--- src/rtl/core/eeseq_pkg.sv ---
// Shared types and codes for the SPI EEPROM transaction sequencer
package eeseq_pkg;

	// input item kinds
	localparam logic [1:0] ACT_LOAD     = 2'd0;
	localparam logic [1:0] ACT_START_WR = 2'd1;
	localparam logic [1:0] ACT_START_RD = 2'd2;
	localparam logic [1:0] ACT_RX       = 2'd3;

	// result kinds
	localparam logic [2:0] K_TX    = 3'd0;
	localparam logic [2:0] K_CSHI  = 3'd1;
	localparam logic [2:0] K_CSLO  = 3'd2;
	localparam logic [2:0] K_RDATA = 3'd3;
	localparam logic [2:0] K_DONE  = 3'd4;

	// EEPROM opcodes and status handling
	localparam logic [7:0] CMD_RDSR     = 8'h05;
	localparam logic [7:0] CMD_WREN     = 8'h06;
	localparam logic [7:0] CMD_READ     = 8'h03;
	localparam logic [7:0] CMD_WRITE    = 8'h02;
	localparam logic [7:0] WIP_BIT      = 8'h01;
	localparam logic [7:0] STATUS_DUMMY = 8'h61;

	typedef enum logic [10:0] {
		PH_IDLE       = 11'b000_0000_0001,
		PH_RDSR_ECHO  = 11'b000_0000_0010,
		PH_STATUS     = 11'b000_0000_0100,
		PH_WREN_ECHO  = 11'b000_0000_1000,
		PH_READ_ECHO  = 11'b000_0001_0000,
		PH_WRITE_ECHO = 11'b000_0010_0000,
		PH_RADDR_HI   = 11'b000_0100_0000,
		PH_WADDR_HI   = 11'b000_1000_0000,
		PH_RADDR_LO   = 11'b001_0000_0000,
		PH_WDATA      = 11'b010_0000_0000,
		PH_RDATA      = 11'b100_0000_0000
	} phase_t;

	typedef struct packed {
		phase_t      phase;
		logic        write_mode;
		logic [15:0] addr;
		logic [6:0]  total;
		logic [6:0]  pos;
	} seq_state_t;

	typedef struct packed {
		logic [2:0] kind;
		logic [7:0] value;
	} result_t;

endpackage

--- src/rtl/core/eeseq_ram.sv ---
// Generic single-write, single-read RAM with registered read data
module eeseq_ram #(
	parameter int WIDTH = 8,
	parameter int DEPTH = 64,
	localparam int AW = (DEPTH > 1) ? $clog2(DEPTH) : 1
) (
	input  logic             clk,
	input  logic             we,
	input  logic [AW-1:0]    waddr,
	input  logic [WIDTH-1:0] wdata,
	input  logic [AW-1:0]    raddr,
	output logic [WIDTH-1:0] rdata
);

	logic [WIDTH-1:0] mem [DEPTH];

	// write port and registered read port (read returns old data on collision)
	always_ff @(posedge clk) begin
		if (we) begin
			mem[waddr] <= wdata;
		end
		rdata <= mem[raddr];
	end

endmodule

--- src/rtl/core/eeseq_step.sv ---
// One sequencer step: next state and up to three results for one item
module eeseq_step #(
	parameter int BUFFER_BYTES = 64
) (
	input  eeseq_pkg::seq_state_t           st,
	input  logic [1:0]                      action,
	input  logic [15:0]                     address,
	input  logic [6:0]                      count,
	input  logic [7:0]                      data,
	input  logic [7:0]                      buf_byte,
	output eeseq_pkg::seq_state_t           nxt,
	output logic [1:0]                      n_res,
	output eeseq_pkg::result_t [2:0]        res
);
	import eeseq_pkg::*;

	localparam logic [8:0] BUF_LIMIT = 9'(BUFFER_BYTES);

	logic [6:0] total_clamped;
	logic [6:0] pos_inc;
	logic       wdata_more;

	assign total_clamped = ({2'b00, count} > BUF_LIMIT) ? BUF_LIMIT[6:0] : count;
	assign pos_inc       = st.pos + 7'd1;
	assign wdata_more    = (st.pos < st.total) && ({2'b00, st.pos} < BUF_LIMIT);

	// phase machine, results in order in res[0..n_res-1]
	always_comb begin
		nxt   = st;
		n_res = 2'd0;
		res   = '0;
		if (action == ACT_START_WR || action == ACT_START_RD) begin
			if (st.phase == PH_IDLE) begin
				nxt.write_mode = (action == ACT_START_WR);
				nxt.addr       = address;
				nxt.total      = total_clamped;
				nxt.pos        = 7'd0;
				nxt.phase      = PH_RDSR_ECHO;
				res[0]         = '{kind: K_CSLO, value: 8'h00};
				res[1]         = '{kind: K_TX, value: CMD_RDSR};
				n_res          = 2'd2;
			end
		end else if (action == ACT_RX) begin
			case (st.phase)
				PH_IDLE: begin
				end
				PH_RDSR_ECHO: begin
					res[0]    = '{kind: K_TX, value: STATUS_DUMMY};
					n_res     = 2'd1;
					nxt.phase = PH_STATUS;
				end
				PH_STATUS: begin
					res[0] = '{kind: K_CSHI, value: 8'h00};
					res[1] = '{kind: K_CSLO, value: 8'h00};
					n_res  = 2'd3;
					if ((data & WIP_BIT) != 8'h00) begin
						res[2]    = '{kind: K_TX, value: CMD_RDSR};
						nxt.phase = PH_RDSR_ECHO;
					end else if (st.write_mode) begin
						res[2]    = '{kind: K_TX, value: CMD_WREN};
						nxt.phase = PH_WREN_ECHO;
					end else begin
						res[2]    = '{kind: K_TX, value: CMD_READ};
						nxt.phase = PH_READ_ECHO;
					end
				end
				PH_WREN_ECHO: begin
					res[0]    = '{kind: K_CSHI, value: 8'h00};
					res[1]    = '{kind: K_CSLO, value: 8'h00};
					res[2]    = '{kind: K_TX, value: CMD_WRITE};
					n_res     = 2'd3;
					nxt.phase = PH_WRITE_ECHO;
				end
				PH_READ_ECHO: begin
					res[0]    = '{kind: K_TX, value: st.addr[15:8]};
					n_res     = 2'd1;
					nxt.phase = PH_RADDR_HI;
				end
				PH_WRITE_ECHO: begin
					res[0]    = '{kind: K_TX, value: st.addr[15:8]};
					n_res     = 2'd1;
					nxt.phase = PH_WADDR_HI;
				end
				PH_RADDR_HI: begin
					res[0]    = '{kind: K_TX, value: st.addr[7:0]};
					n_res     = 2'd1;
					nxt.phase = PH_RADDR_LO;
				end
				PH_WADDR_HI: begin
					res[0]    = '{kind: K_TX, value: st.addr[7:0]};
					n_res     = 2'd1;
					nxt.pos   = 7'd0;
					nxt.phase = PH_WDATA;
				end
				PH_RADDR_LO: begin
					nxt.pos = 7'd0;
					n_res   = 2'd2;
					if (st.total == 7'd0) begin
						res[0]    = '{kind: K_CSHI, value: 8'h00};
						res[1]    = '{kind: K_DONE, value: 8'h00};
						nxt.phase = PH_IDLE;
					end else begin
						res[0]    = '{kind: K_TX, value: data};
						n_res     = 2'd1;
						nxt.phase = PH_RDATA;
					end
				end
				PH_WDATA: begin
					if (wdata_more) begin
						res[0]  = '{kind: K_TX, value: buf_byte};
						n_res   = 2'd1;
						nxt.pos = pos_inc;
					end else begin
						res[0]    = '{kind: K_CSHI, value: 8'h00};
						res[1]    = '{kind: K_DONE, value: 8'h00};
						n_res     = 2'd2;
						nxt.phase = PH_IDLE;
						nxt.pos   = 7'd0;
					end
				end
				PH_RDATA: begin
					res[0]  = '{kind: K_RDATA, value: data};
					nxt.pos = pos_inc;
					if (pos_inc < st.total) begin
						res[1] = '{kind: K_TX, value: data};
						n_res  = 2'd2;
					end else begin
						res[1]    = '{kind: K_CSHI, value: 8'h00};
						res[2]    = '{kind: K_DONE, value: 8'h00};
						n_res     = 2'd3;
						nxt.phase = PH_IDLE;
						nxt.pos   = 7'd0;
					end
				end
				default: begin
					nxt.phase = PH_IDLE;
					nxt.pos   = 7'd0;
				end
			endcase
		end
	end

endmodule

--- src/rtl/core/spi_eeprom_transaction_sequencer_core.sv ---
// Top level of the SPI EEPROM transaction sequencer
// Master-side sequencer for a 25xx-style SPI EEPROM. Load words fill the
// write buffer (a BUFFER_BYTES-deep RAM); a start word opens a read or write
// transaction and each received SPI byte advances it by one step. A word is
// taken into an input register and handled when the result register is
// free, producing zero to three results (transmit byte, chip select edges,
// read data, done) that go into a result register and leave one per cycle on
// the output while it is ready, the final result of each word flagged by
// tlast. The input accepts one word per cycle as long as the output takes the
// results; a word that yields two or three results holds the input until its
// last result is leaving. The buffer byte for the next write step is
// prefetched from the RAM's registered read port, with a bypass for a load
// written in the cycle before. No clearing pass is needed after reset.
module spi_eeprom_transaction_sequencer_core #(
	parameter int BUFFER_BYTES = 64
) (
	input  logic        clk,
	input  logic        arst_n,
	input  logic        s_tvalid,
	output logic        s_tready,
	input  logic [39:0] s_tdata,   // address[15:0], count[22:16], slot[28:23], data[36:29]
	input  logic [1:0]  s_tuser,   // action[1:0]
	output logic        m_tvalid,
	input  logic        m_tready,
	output logic [7:0]  m_tdata,   // value[7:0]
	output logic [2:0]  m_tuser,   // kind[2:0]
	output logic        m_tlast
);
	import eeseq_pkg::*;

	localparam int         AW        = (BUFFER_BYTES > 1) ? $clog2(BUFFER_BYTES) : 1;
	localparam logic [8:0] BUF_LIMIT = 9'(BUFFER_BYTES);

	// input register
	logic        valid_s1;
	logic [1:0]  action_s1;
	logic [15:0] address_s1;
	logic [6:0]  count_s1;
	logic [5:0]  slot_s1;
	logic [7:0]  data_s1;

	// sequencer state and result burst
	seq_state_t       st_q;
	seq_state_t       st_d;
	seq_state_t       nxt;
	result_t [2:0]    res_q;
	result_t [2:0]    res_new;
	logic [1:0]       rem_q;
	logic [1:0]       n_res;

	// buffer RAM and write bypass
	logic            ram_we;
	logic [AW-1:0]   ram_waddr;
	logic [AW-1:0]   ram_raddr;
	logic [7:0]      ram_rdata;
	logic            wr_hit_q;
	logic [AW-1:0]   wr_addr_q;
	logic [7:0]      wr_data_q;
	logic [AW-1:0]   rd_addr_q;
	logic [7:0]      buf_byte;
	logic [8:0]      slot_ext;
	logic [8:0]      pos_ext;

	logic in_fire;
	logic out_fire;
	logic burst_free;
	logic proc;

	// handshake and flow control
	assign out_fire   = m_tvalid && m_tready;
	assign burst_free = (rem_q == 2'd0) || ((rem_q == 2'd1) && m_tready);
	assign proc       = valid_s1 && burst_free;
	assign s_tready   = !valid_s1 || proc;
	assign in_fire    = s_tvalid && s_tready;

	always_ff @(posedge clk or negedge arst_n) begin
		if (!arst_n) begin
			valid_s1 <= 1'b0;
		end else if (s_tready) begin
			valid_s1 <= s_tvalid;
		end
	end

	always_ff @(posedge clk) begin
		if (in_fire) begin
			action_s1  <= s_tuser;
			address_s1 <= s_tdata[15:0];
			count_s1   <= s_tdata[22:16];
			slot_s1    <= s_tdata[28:23];
			data_s1    <= s_tdata[36:29];
		end
	end

	// buffer writes from load words, reads prefetched at the next byte position
	assign slot_ext  = {3'b000, slot_s1};
	assign pos_ext   = {2'b00, st_d.pos};
	assign ram_we    = proc && (action_s1 == ACT_LOAD) && (slot_ext < BUF_LIMIT);
	assign ram_waddr = slot_ext[AW-1:0];
	assign ram_raddr = pos_ext[AW-1:0];

	eeseq_ram #(
		.WIDTH(8),
		.DEPTH(BUFFER_BYTES)
	) u_buf (
		.clk   (clk),
		.we    (ram_we),
		.waddr (ram_waddr),
		.wdata (data_s1),
		.raddr (ram_raddr),
		.rdata (ram_rdata)
	);

	always_ff @(posedge clk or negedge arst_n) begin
		if (!arst_n) begin
			wr_hit_q <= 1'b0;
		end else begin
			wr_hit_q <= ram_we;
		end
	end

	always_ff @(posedge clk) begin
		wr_addr_q <= ram_waddr;
		wr_data_q <= data_s1;
		rd_addr_q <= ram_raddr;
	end

	assign buf_byte = (wr_hit_q && (wr_addr_q == rd_addr_q)) ? wr_data_q : ram_rdata;

	// step logic
	eeseq_step #(
		.BUFFER_BYTES(BUFFER_BYTES)
	) u_step (
		.st       (st_q),
		.action   (action_s1),
		.address  (address_s1),
		.count    (count_s1),
		.data     (data_s1),
		.buf_byte (buf_byte),
		.nxt      (nxt),
		.n_res    (n_res),
		.res      (res_new)
	);

	assign st_d = proc ? nxt : st_q;

	always_ff @(posedge clk or negedge arst_n) begin
		if (!arst_n) begin
			st_q.phase      <= PH_IDLE;
			st_q.write_mode <= 1'b0;
			st_q.addr       <= 16'h0000;
			st_q.total      <= 7'd0;
			st_q.pos        <= 7'd0;
		end else begin
			st_q <= st_d;
		end
	end

	// result burst: load a new set or shift out one word per handshake
	always_ff @(posedge clk or negedge arst_n) begin
		if (!arst_n) begin
			rem_q <= 2'd0;
		end else if (proc) begin
			rem_q <= n_res;
		end else if (out_fire) begin
			rem_q <= rem_q - 2'd1;
		end
	end

	always_ff @(posedge clk) begin
		if (proc) begin
			res_q <= res_new;
		end else if (out_fire) begin
			res_q[0] <= res_q[1];
			res_q[1] <= res_q[2];
		end
	end

	assign m_tvalid = (rem_q != 2'd0);
	assign m_tuser  = res_q[0].kind;
	assign m_tdata  = res_q[0].value;
	assign m_tlast  = (rem_q == 2'd1);

`ifndef NO_ASSERTIONS
	// a done marker is always the final result of its word
	a_done_last: assert property (@(posedge clk) disable iff (!arst_n)
		(m_tvalid && (m_tuser == K_DONE)) |-> m_tlast)
		else $error("done result not flagged last");

	// byte position is cleared whenever the sequencer is idle
	a_idle_pos: assert property (@(posedge clk) disable iff (!arst_n)
		(st_q.phase == PH_IDLE) |-> (st_q.pos == 7'd0))
		else $error("byte position nonzero while idle");

	// write data never runs past the byte total
	a_wdata_pos: assert property (@(posedge clk) disable iff (!arst_n)
		(st_q.phase == PH_WDATA) |-> (st_q.pos <= st_q.total))
		else $error("write position beyond total");
`endif

endmodule

--- config.mk ---
export PLATFORM = sky130hd
export DESIGN_NAME = spi_eeprom_transaction_sequencer_core
export DESIGN_NICKNAME = d
export VERILOG_FILES = /design/src/rtl/core/eeseq_pkg.sv /design/src/rtl/core/eeseq_ram.sv /design/src/rtl/core/eeseq_step.sv /design/src/rtl/core/spi_eeprom_transaction_sequencer_core.sv
export SDC_FILE = /design/constraint.sdc
export NUM_CORES = 1
export LEC_CHECK = 0
export BUFFER_PORTS_ARGS = -buffer_cell sky130_fd_sc_hd__buf_4
export CAP_MARGIN = 10
export CORE_MARGIN = 10
export CORE_UTILIZATION = 55
export DETAILED_ROUTE_END_ITERATION = 8
export PLACE_DENSITY = 0.72
export SYNTH_ARGS = -nofsm -noshare
export SYNTH_HDL_FRONTEND = slang
export SYNTH_SLANG_ARGS = --single-unit
export TNS_END_PERCENT = 100
--- constraint.sdc ---
create_clock -name clk -period 5.4 [get_ports clk]
set_clock_uncertainty 0.2 [all_clocks]
set_input_delay 0.27 -clock clk [delete_from_list [all_inputs] [get_ports clk]]
set_output_delay 0.27 -clock clk [all_outputs]
set_load 0.01 [all_outputs]
After elaboration in Yosys (flattened, before gate mapping)

Memory sizes are Yosys's and may differ from the RTL's. A register that Yosys moved wholly into a read port is not among the register bits.
Cells that the tools add are included.
W data, S select, Z words.

Add/sub/neg operators: 2
$lt $le $gt $ge: 5
Eq/ne operators: 21
Mux-type cells: 44
Bitwise operators: 1
Reduce and logical (&&, ||, !) cells: 27

Operators by type and width:

| operator               | number |
|---|---|
| $pmux W11 S11          | 1 |
| $mux W11               | 9 |
| $mux W22               | 4 |
| $pmux W10 S7           | 1 |
| $pmux W11 S4           | 1 |
| $mux W42               | 1 |
| $mux W7                | 5 |
| $pmux W11 S3           | 1 |
| $mux W9                | 3 |
| $pmux W7 S3            | 1 |
| $lt A7 B7 Y1           | 2 |
| $mux W14               | 1 |
| $mux W2                | 7 |
| $eq A11 B1 Y1 const B  | 1 |
| $eq A11 B10 Y1 const B | 1 |
| $eq A11 B11 Y1 const B | 1 |
| $eq A11 B2 Y1 const B  | 1 |
| $eq A11 B3 Y1 const B  | 1 |
| $eq A11 B4 Y1 const B  | 1 |
| $eq A11 B5 Y1 const B  | 1 |
| $eq A11 B6 Y1 const B  | 1 |
| $eq A11 B7 Y1 const B  | 1 |
| $eq A11 B8 Y1 const B  | 1 |
| $eq A11 B9 Y1 const B  | 1 |
| other kinds (31)       | 52 |

Register bits after elaboration: 138
Memory bits (writable): 512
Input bits: 46
Output and inout port bits: 14
Memories: 1

Memories:

| memory    | depth | bits a word | rd ports | clocked after Yosys merged registers in | write ports | RTL line        | source |
|---|---|---|---|---|---|---|---|
| u_buf.mem | 64    | 8           | 1        | 1                                       | 1           | eeseq_ram.sv:15 | `logic [WIDTH-1:0] mem [DEPTH];` |

Depth between registers and ports, before layout

Gate-level depths: netlist of the first run.

Depth in word-level cells: 8
Gate-level depth with buffers: 20
Mapped depth without buffers: 16

Cells and area by module

Synthesis of the first run repeated with hierarchy kept, for this count alone.

Cells, all modules: 1,683
Area total of the unflattened synthesis: 27,189.8 um^2

Modules (own cells, without submodules):

| module                                | times used | cells each | area each (um^2) | seq. area each (um^2) |
|---|---|---|---|---|
| eeseq_ram                             | 1          | 940        | 20,166.8         | 15,534.9 |
| spi_eeprom_transaction_sequencer_core | 1          | 391        | 4,879.7          | 3,714.8 |
| eeseq_step                            | 1          | 352        | 2,143.3          | 0.0 |

Worst setup path before layout of the first run

OpenSTA, ideal clock, no wires.

Kind: flip-flop to flip-flop
From: register st_q[2] (netlist bit)
To: register u_buf.rdata[0] (read register of u_buf.mem)
Setup time: 0.138 ns
Arrival time: 3.613 ns
Setup slack: 1.449 ns
Stages on the path, launching flop included: 19
Path buffers: 3
Period minus slack after synthesis: 3.951 ns
Path through: dfrtp_1 -> and3_1 -> and3_1 -> xnor2_1 -> inv_1 -> ha_1 -> nand4_1 -> and3_1 -> o21ai_0 -> o2bb2a_1 -> a2bb2oi_2 -> inv_1 -> buf_4 -> buf_4 -> buf_2 -> mux2i_1 -> o22ai_1 -> o41ai_1 -> nand4_1

Cells in the longest elaborated chain, start to end: 7
Elaborated cells between the ends (all ways): 12
Those cells by class: add/sub (1); order compare (3); mux (7); reduce/logical (1)

Ends and longest elaborated chain:

| what                                                | RTL line                                     | source |
|---|---|---|
| from (decl)                                         | spi_eeprom_transaction_sequencer_core.sv:43  | `seq_state_t st_q;` |
| from (signal assigned)                              | spi_eeprom_transaction_sequencer_core.sv:154 | `st_q <= st_d;` |
| $add A7 B1 Y7 or $lt A7 B7 Y1 (tied branches)       | eeseq_step.sv:24, eeseq_step.sv:25           |  |
| $lt A7 B7 Y1 or $logic_and A1 B1 Y1 (tied branches) | eeseq_step.sv:124, eeseq_step.sv:25          |  |
| $mux W7, on equally long branches                   | eeseq_step.sv:124, eeseq_step.sv:109         |  |
| $pmux W7 S3                                         | eeseq_step.sv:44                             | `case (st.phase)` |
| $mux W7                                             | eeseq_step.sv:43                             | `end else if (action == ACT_RX) begin` |
| $mux W7                                             | eeseq_step.sv:32                             | `if (action == ACT_START_WR \|\| action == ACT_START_RD) begin` |
| $mux W6 (*)                                         | spi_eeprom_transaction_sequencer_core.sv:144 | `assign st_d = proc ? nxt : st_q;` |
| to (decl)                                           | eeseq_ram.sv:12                              | `output logic [WIDTH-1:0] rdata` |

Every way passes the cells marked *; elsewhere a longest branch is shown, timed or not. The select of a mux whose other input is x is not followed.
A chain may end at the register's enable or synchronous reset.

==> impl_metrics.yaml, run 1 <==
die:
  die_w_microns: 240
  rows: 80
  dieArea_sq_mm: 0.0574
  core_area_sq_mm: 0.0477
  fp.dieH_microns: 240
  ios: 60
  initial_core_util_pct: 55.6
synthesis:
  synth_cells: 1838
  synth-main-ff-cell: "edfxtp_1"
  ys_seq_area_share_pct: 71.8
  syn-num-nets: 1903
  avgSynthCellArea_sq_um: 14.4
  yosysTopAreaCell: "edfxtp_1"
  synth.distinct_cells: 82
  yosys-top-cells-area: "edfxtp_1 (65%), mux2i_1 (5.0%), dfrtp_1 (4.2%)"
  synth_top_area_share_pct: 65.3
  synth_edf_count: 577
  netlist_area_sq_mm: 0.0265
  ys_seq_elements: 651
  async_flop_share_pct: 7.07
  yosysWarnings: 0
job:
  max-cap-violations: 0
route:
  num_vias: 16700
  wl_per_cell_microns: 25.9
  drc_errors: 0
  avgViaCountPerCell: 6.34
  finalWirelength_microns: 68400
  dr.pass1.iters: 6
  initialDrtViolationCount: 2239
  ant_nets: 0
timing:
  worstMarginPinSlew_ps: 1130
  max_freq_mhz: 199
  maxSlewHeadroom_pct: 23.7
  fin_setup_tns_ps: 0
  maxSlewViolCount: 0
  rsz0062_at_grt: "false"
  finalHoldViolCount: 0
  min_period_over_period_pct: 93.1
  setup_viol: 0
  min_period_ps: 5030
pwr:
  totalPowerFinal_w: 0.0123
  peakVddDrop_v: 0.000320
  power_density_mw_per_mm2: 406
  p_leak_nw: 10.3
cts:
  clock_sinks: 651
  clockBufferDepth: 3
  clock_latency_ps: 610
  cts_setup_buffers: 0
  cts_tree: "done"
  cts_buffers: 67
  clk_pin_slew_ps: 60
  cts_root_buffer: "clkbuf_16"
  h-tree-depth: 3
placement:
  place_hpwl_microns: 42100
  placed_cell_area_sq_mm: 0.0277
  numPortBuffers: 56
  place_congestion: 0.893
cells_and_area:
  area_growth_pct: 14.4
  final_area_sq_mm: 0.0303
  mostFrequentLayoutCells: "edfxtp_1 (577), nand2_1 (246), mux2i_1 (133), buf_4 (117), nor2_1 (112)"
  final_nets: 2034
  antenna_cells: 0
  final_common_cell: "edfxtp_1"
  drive_gt1_share_pct: 13.0
  final.fill_count: 3307
global_routing:
  antenna_found_initial: 1
  grt.overflow.total: 0
  grt_pass1_vias: 16200
  grt_max_degree: 117
  grt_usage_pct: 23.7
  grt_first_pass_wirelength_microns: 102000
worst_setup_path:
  worstPathRequired_ps: 5700
  critPathArrivalTime_ps: 5320
  crit_chain: "ha_1, nand3_1, xnor2_1, ha_1, a21oi_1, and3_1, o21ai_1, o2bb2a_1, o311a_1, o31a_1, inv_1, nand2_1, a2111oi_0, a2111oi_1, and3_1"
  reg2reg_to: "u_buf.rdata[7]$_DFF_P_"
  path_buf_inv: 1
  cp_slowest_cell: "a2111oi_0"
  end_kind: "flip-flop"
  ff2ff_path_depth: 15
  path_delay_family: "compound AO/OA/AOI/OAI gates"
  startpoint: "st_q[0]$_DFF_PN0_"
  regToRegStartpoint: "st_q[0]$_DFF_PN0_"
  worst-setup-path-type: "reg2reg"
  r2r_slack_ps: 370
  crit_cells: 15
  startpoint_type: "flip-flop"
  cpPeakStageDelay_ps: 810
  cp_max_fo: 7
  crit_end: "u_buf.rdata[7]$_DFF_P_"
status:
  run_status: "complete, no violations"
hold_path:
  hold_class: "in2async"
==> routing by layer <==
layer	GRT usage, %	routed length (microns)
met5	0	0
met4	9.65	2610
met3	4.72	6230
met2	37.9	32800
met1	31.4	26700
==> power breakdown <==
group	leakage, nW	switching [W]	internal (W)
registers	6.06	0.000175	0.00607
logic	3.19	0.000990	0.000476
clock network	1.05	0.00193	0.00267
total	10.3	0.00309	0.00921
==> flip-flops by register name, indices dropped and copies added (netlist names) <==
signal and cells:
u_buf.rdata 8, st_q 42, res_q 15, m_tuser 3, data_s1 8, valid_s1 1, wr_hit_q 1, rd_addr_q 6
address_s1 16, wr_data_q 8, rem_q 2, wr_addr_q 6, m_tdata 8, action_s1 2, count_s1 7, u_buf.mem 512
ram_waddr 6
==> synthesized netlist by cell type (all sizes together) (21+ instances only) <==
master / instances
o21ai: 35
mux2: 25
mux2i: 133
inv: 21
dfrtp: 45
buf: 69
nand4: 24
a22oi: 27
nor2: 112
dfxtp: 28
nand3: 63
clkbuf: 35
a22o: 28
and3: 24
nand2: 246
edfxtp: 577
a21oi: 63
==> stage by stage <==
step | hold WS (ps) | setup slack [ps] | util [%] | cells
3_5_place_dp | 130 | 106 | 58.1 | 2472
6_report | 54.0 | 374 | 63.5 | 2639
2_1_floorplan | -226 | 1450 | - | 1838
4_1_cts | 46.9 | 85.6 | 63.5 | 2638
5_1_grt | 68.5 | 140 | 63.5 | 2639
3_3_place_gp | 122 | 168 | 58.1 | 2472
==> timing repair <==
action,in CTS,in global routing
hold buffers,42,0
hold endpoints to repair,86,0
setup endpoints to repair,0,2
gates resized for setup,0,4
==> worst min-delay path by stage <==
stage          startpoint                   end  slack, ps  cells past startpoint
2_1_floorplan      arst_n  rem_q[0]$_DFFE_PN0P_       -230                      0
3_3_place_gp       arst_n  rem_q[1]$_DFFE_PN0P_        120                      1
3_5_place_dp       arst_n  rem_q[1]$_DFFE_PN0P_        130                      1
4_1_cts            arst_n  st_q[36]$_DFFE_PN0P_         50                      2
5_1_grt          m_tready    wr_hit_q$_DFF_PN0_         70                      3
6_report           arst_n  st_q[30]$_DFFE_PN0P_         50                      2
==> layout make-up <==
type | instances | area (sq um) | share of cell area [%]
clock buffer | 90 | 1850 | 6.09
clock inverter | 34 | 325 | 1.07
inverter | 22 | 91.3 | 0.301
multi-input combinational | 1061 | 6830 | 22.5
sequential | 651 | 19000 | 62.8
tap | 615 | 769 | 2.54
timing repair buffer | 166 | 1430 | 4.71
==> cell families after synthesis <==
family | synth area share (%)
buffers and inverters | 2.63
DFF | 71.8
and+or+nand+nor | 9.72
xor gates and xnor gates | 0.462
adders and majority gates | 0.896
AOI/OAI and AO/OA | 8.44
muxes | 6.08
Power figures use the tool's default switching activity.
==> run 2: changes to the inputs <==
==> constraint.sdc (replaced) <==
create_clock -name clk -period 5.4 [get_ports clk]
set_clock_uncertainty 0.2 [all_clocks]
set_input_delay 0.81 -clock clk [delete_from_list [all_inputs] [get_ports clk]]
set_output_delay 0.81 -clock clk [all_outputs]
set_load 0.01 [all_outputs]
==> impl_metrics.yaml, run 2 (synthesis gave the netlist of run 1 again) <==
global_routing:
  grt_usage_pct: 23.5
  grt_max_degree: 80
  grt_first_pass_wirelength_microns: 101000
  grt_pass1_vias: 16200
  grt.overflow.total: 0
  antenna_found_initial: 1
job:
  max-cap-violations: 0
worst_setup_path:
  cpMostUsedCell: "and3_1"
  crit_chain: "and3_1, and3_1, xnor2_1, inv_1, ha_1, nand4_1, and3_1, o21ai_0, o2bb2a_1, a2bb2oi_4, buf_4, nor2_1, a22oi_1, a211oi_1, a2111oi_0, and3_1"
  crit_cells: 16
  cpPeakStageDelay_ps: 740
  worst-setup-path-type: "reg2reg"
  ff2ff_path_depth: 16
  path_buf_inv: 2
  end_kind: "flip-flop"
  cp_slowest_cell: "nor2_1"
  critPathArrivalTime_ps: 5430
  startpoint_type: "flip-flop"
  cp_max_fo: 8
  path_delay_family: "compound AO/OA/AOI/OAI gates"
  worstPathRequired_ps: 5720
pwr:
  peakVddDrop_v: 0.000332
  p_leak_nw: 10.1
  power_density_mw_per_mm2: 409
cells_and_area:
  area_growth_pct: 12.2
  final.fill_count: 3465
  drive_gt1_share_pct: 13.1
  regArea_sq_mm: 0.0190
  mostFrequentLayoutCells: "edfxtp_1 (577), nand2_1 (246), mux2i_1 (133), nor2_1 (112), buf_4 (111)"
  largest_reg_flops: 512
  final_common_cell: "edfxtp_1"
  reg_top3: "u_buf.mem x512, st_q x42, address_s1 x16"
  instances_no_fill: 2582
  final_nets: 1982
  regMostFlops: "u_buf.mem"
  multi_input_area_sq_mm: 0.00683
route:
  ant_nets: 0
  num_vias: 16400
  initialDrtViolationCount: 2059
  wl_per_cell_microns: 26.3
  finalWirelength_microns: 67900
  drc_errors: 0
  avgViaCountPerCell: 6.36
  dr.pass1.iters: 9
timing:
  max_freq_mhz: 196
  rsz0062_at_grt: "false"
  min_period_over_period_pct: 94.6
  maxSlewViolCount: 0
  fin_setup_tns_ps: 0
  maxSlewHeadroom_pct: 23.3
  setup_viol: 0
  min_period_ps: 5110
  worstMarginPinSlew_ps: 1140
  finalHoldViolCount: 0
die:
  rows: 80
  dieArea_sq_mm: 0.0574
  die_w_microns: 240
  initial_core_util_pct: 55.6
  core_area_sq_mm: 0.0477
  ios: 60
  fp.dieH_microns: 240
cts:
  clockBufferDepth: 3
  cts_buffers: 66
  cts_root_buffer: "clkbuf_16"
  h-tree-depth: 3
  clock_sinks: 651
  clock_latency_ps: 630
  clk_pin_slew_ps: 60
  cts_tree: "done"
  cts_setup_buffers: 0
status:
  run_status: "complete, no violations"
placement:
  place_hpwl_microns: 42500
  place_congestion: 0.913
  numPortBuffers: 56
  dpl.cell_count: 2464
hold_path:
  hold_class: "in2async"
-- run 2: cell count changes in the layout (fill, tap and decap cells not counted), sizes merged --
cell / before / now
buf: 124 / 115
clkinv: 24 / 23
bufinv: 5 / 3
clkbuf: 90 / 85
dlygate4sd3: 42 / 0
inv: 24 / 25
diode: 0 / 1
-- run 2: final timing paths --
kind / slack, ps / start / end
hold reg to reg: 220 / ram_waddr[0]$_DFFE_PP_ / wr_addr_q[0]$_DFF_P_
setup reg to reg: 290 / st_q[2]$_DFF_PN0_ / u_buf.rdata[7]$_DFF_P_
setup / recovery: 290 / st_q[2]$_DFF_PN0_ / u_buf.rdata[7]$_DFF_P_
max in group asynchronous: 4550 / arst_n / st_q[26]$_DFFE_PN0P_
hold / removal: 20 / arst_n / rem_q[1]$_DFFE_PN0P_
min in group clk: 170 / s_tdata[4] / address_s1[4]$_DFFE_PP_
-- run 2: final cells by class --
| type | count | share of cell area, % |
|---|---|---|
| flip-flops and latches | 651 | 64.0 |
| clock inverters | 32 | 0.912 |
| repair buffers | 115 | 3.07 |
| well taps | 615 | 2.59 |
| clock buffers | 85 | 6.18 |
| diodes | 1 | 0.00841 |
| inverters | 22 | 0.307 |
| multi-input cells | 1061 | 23.0 |
-- run 2: per-stage QoR --
stage / total power, W / worst slack [ps] / instance area (sq um) / hold slack, ps / util [%]
after floorplan: 0.00722 / 1450 / 26500 / 146 / -
after global placement: 0.00771 / 340 / 27600 / 204 / 57.9
after detailed placement: 0.00777 / 294 / 27600 / 195 / 57.9
after CTS: 0.0122 / 322 / 29800 / 22.5 / 62.3
after global routing: 0.0126 / 88.5 / 29800 / 63.5 / 62.3
final: 0.0122 / 290 / 29800 / 19.7 / 62.3
-- run 2: timing repair --
item	4_1_cts	5_1_grt
resized for setup	0	2
endpoints found under the setup margin	0	2
hold buffers	0	0
-- run 2: power breakdown --
part / internal [W] / switching (W) / total (W)
logic: 0.000452 / 0.000957 / 0.00141
clock network: 0.00257 / 0.00191 / 0.00448
registers: 0.00607 / 0.000200 / 0.00627
-- run 2: layer usage --
| layer | track usage [%] | vias to the layer above | share of wire, % |
|---|---|---|---|
| li1 | - | 7197 | - |
| met1 | 30.3 | 8143 | 38 |
| met2 | 38.0 | 882 | 49 |
| met3 | 5.52 | 196 | 9.9 |
| met4 | 9.42 | 2 | 3.8 |
| met5 | 0 | - | 0.016 |
==> run 3: changes to the inputs <==
CORE_ASPECT_RATIO = 1.75   (was unset)
==> impl_metrics.yaml, run 3 (synthesis gave the netlist of run 1 again) <==
route:
  num_vias: 16400
  finalWirelength_microns: 70800
  wl_per_cell_microns: 27.5
  dr.pass1.iters: 6
  drc_errors: 0
  initialDrtViolationCount: 1520
  avgViaCountPerCell: 6.40
  ant_nets: 0
worst_setup_path:
  worst-setup-path-type: "reg2reg"
  path_delay_family: "simple AND/OR/NAND/NOR gates"
  cpMostUsedCell: "and3_1"
  crit_chain: "and3_1, and3_1, xnor2_1, inv_1, ha_1, nand4_1, and3_1, o21ai_0, buf_4, a2bb2o_1, a32oi_2, buf_4, nor3_1, nand3_1, o221ai_1, o21ai_0, nor4b_2"
  worstPathRequired_ps: 5660
  cp_max_fo: 19
  cpPeakStageDelay_ps: 990
  cp_slowest_cell: "nor3_1"
  regToRegStartpoint: "st_q[3]$_DFF_PN0_"
  path_buf_inv: 3
  critPathArrivalTime_ps: 5240
  startpoint: "st_q[3]$_DFF_PN0_"
  startpoint_type: "flip-flop"
  end_kind: "flip-flop"
global_routing:
  antenna_found_initial: 1
  grt.overflow.total: 0
  grt_first_pass_wirelength_microns: 104000
  grt_max_degree: 92
  grt_pass1_vias: 16500
  grt_usage_pct: 24.3
timing:
  setup_viol: 0
  worstMarginPinSlew_ps: 1200
  fin_setup_tns_ps: 0
  min_period_ps: 4980
  max_freq_mhz: 201
  min_period_over_period_pct: 92.3
  maxSlewViolCount: 0
  finalHoldViolCount: 0
  rsz0062_at_grt: "false"
  holdWs_ps: 52.3
  maxSlewHeadroom_pct: 19.1
die:
  rows: 106
  ios: 60
  dieArea_sq_mm: 0.0578
  initial_core_util_pct: 55.6
  die_w_microns: 186
  fp.dieH_microns: 311
  core_area_sq_mm: 0.0477
cts:
  cts_buffers: 54
  clk_pin_slew_ps: 70
  clock_latency_ps: 600
  clock_sinks: 651
  cts_resized: 0
  cts_setup_buffers: 0
  cts_root_buffer: "clkbuf_16"
  h-tree-depth: 2
  clockBufferDepth: 3
  cts_tree: "done"
  cts_hold_buf: 0
cells_and_area:
  final_nets: 2001
  multi_input_area_sq_mm: 0.00683
  largest_reg_flops: 512
  reg_top3: "u_buf.mem x512, st_q x42, address_s1 x16"
  mostFrequentLayoutCells: "edfxtp_1 (577), nand2_1 (246), buf_4 (140), mux2i_1 (133), nor2_1 (112)"
  regArea_sq_mm: 0.0190
  drive_gt1_share_pct: 13.6
  regMostFlops: "u_buf.mem"
  instances_no_fill: 2571
  final.fill_count: 3424
  final_common_cell: "edfxtp_1"
  final_util_pct: 62.2
  area_growth_pct: 11.9
  antenna_cells: 0
placement:
  place_congestion: 0.934
  place_hpwl_microns: 46600
  numPortBuffers: 56
  dpl.cell_count: 2474
pwr:
  power_density_mw_per_mm2: 395
  peakVddDrop_v: 0.000251
  p_leak_nw: 10.1
hold_path:
  hold_class: "in2async"
status:
  run_status: "complete, no violations"
job:
  max-cap-violations: 0
==> run 3: cell types whose count changed in the layout (fill, tap and decap cells not counted), sizes merged <==
cell,change
buf,+31
clkinvlp,-3
inv,-4
clkbuf,-18
diode,-1
bufinv,+6
clkinv,-1
==> run 3: layout make-up <==
cell class              instances  share of cell area (%)
clock inverters                30                    1.25
inverters                      22                   0.308
repair buffers                146                    3.94
multi-input cells            1061                    23.0
clock buffers                  67                    4.85
well taps                     594                    2.50
flip-flops and latches        651                    64.1
==> run 3: report_power, final <==
part | total (W) | internal [W] | leakage [nW] | switching (W)
clock network | 0.00404 | 0.00231 | 0.889 | 0.00172
registers | 0.00625 | 0.00606 | 6.06 | 0.000186
logic | 0.00143 | 0.000463 | 3.12 | 0.000965
==> run 3: through the flow <==
step | cell area, sq um | power (W) | setup slack [ps]
floorplan | 26500 | 0.00722 | 1450
CTS | 29700 | 0.0118 | 495
finish | 29700 | 0.0117 | 418
detailed placement | 27900 | 0.00778 | 503
global route | 29700 | 0.0121 | 156
global placement | 27900 | 0.00772 | 481
==> run 3: worst register-to-register path: stages, from the launching register on <==
cell	delay [ps]
dfrtp_1	470
and3_1	230
and3_1	200
xnor2_1	230
inv_1	90
ha_1	310
nand4_1	90
and3_1	150
o21ai_0	120
buf_4	190
a2bb2o_1	320
a32oi_2	150
buf_4	280
nor3_1	1010
nand3_1	200
o221ai_1	200
o21ai_0	220
nor4b_2	210
==> run 3: final timing paths <==
kind,to,slack (ps),cells past startpoint
min in group clk,data_s1[3]$_DFFE_PP_,190,1
worst min-delay path,st_q[13]$_DFFE_PN0P_,50,1
worst max register to register,u_buf.rdata[2]$_DFF_P_,420,17
worst max-delay path,u_buf.rdata[2]$_DFF_P_,420,17
worst min register to register,wr_addr_q[0]$_DFF_P_,230,0
max in group asynchronous,wr_hit_q$_DFF_PN0_,4500,1
==> run 3: layer usage <==
layer | track usage, % | vias to the layer above | routed length [microns]
li1 | - | 7217 | -
met1 | 27.0 | 8203 | 24000
met2 | 42.4 | 812 | 36600
met3 | 3.54 | 214 | 5170
met4 | 15.2 | 2 | 4920
met5 | 0 | - | 17
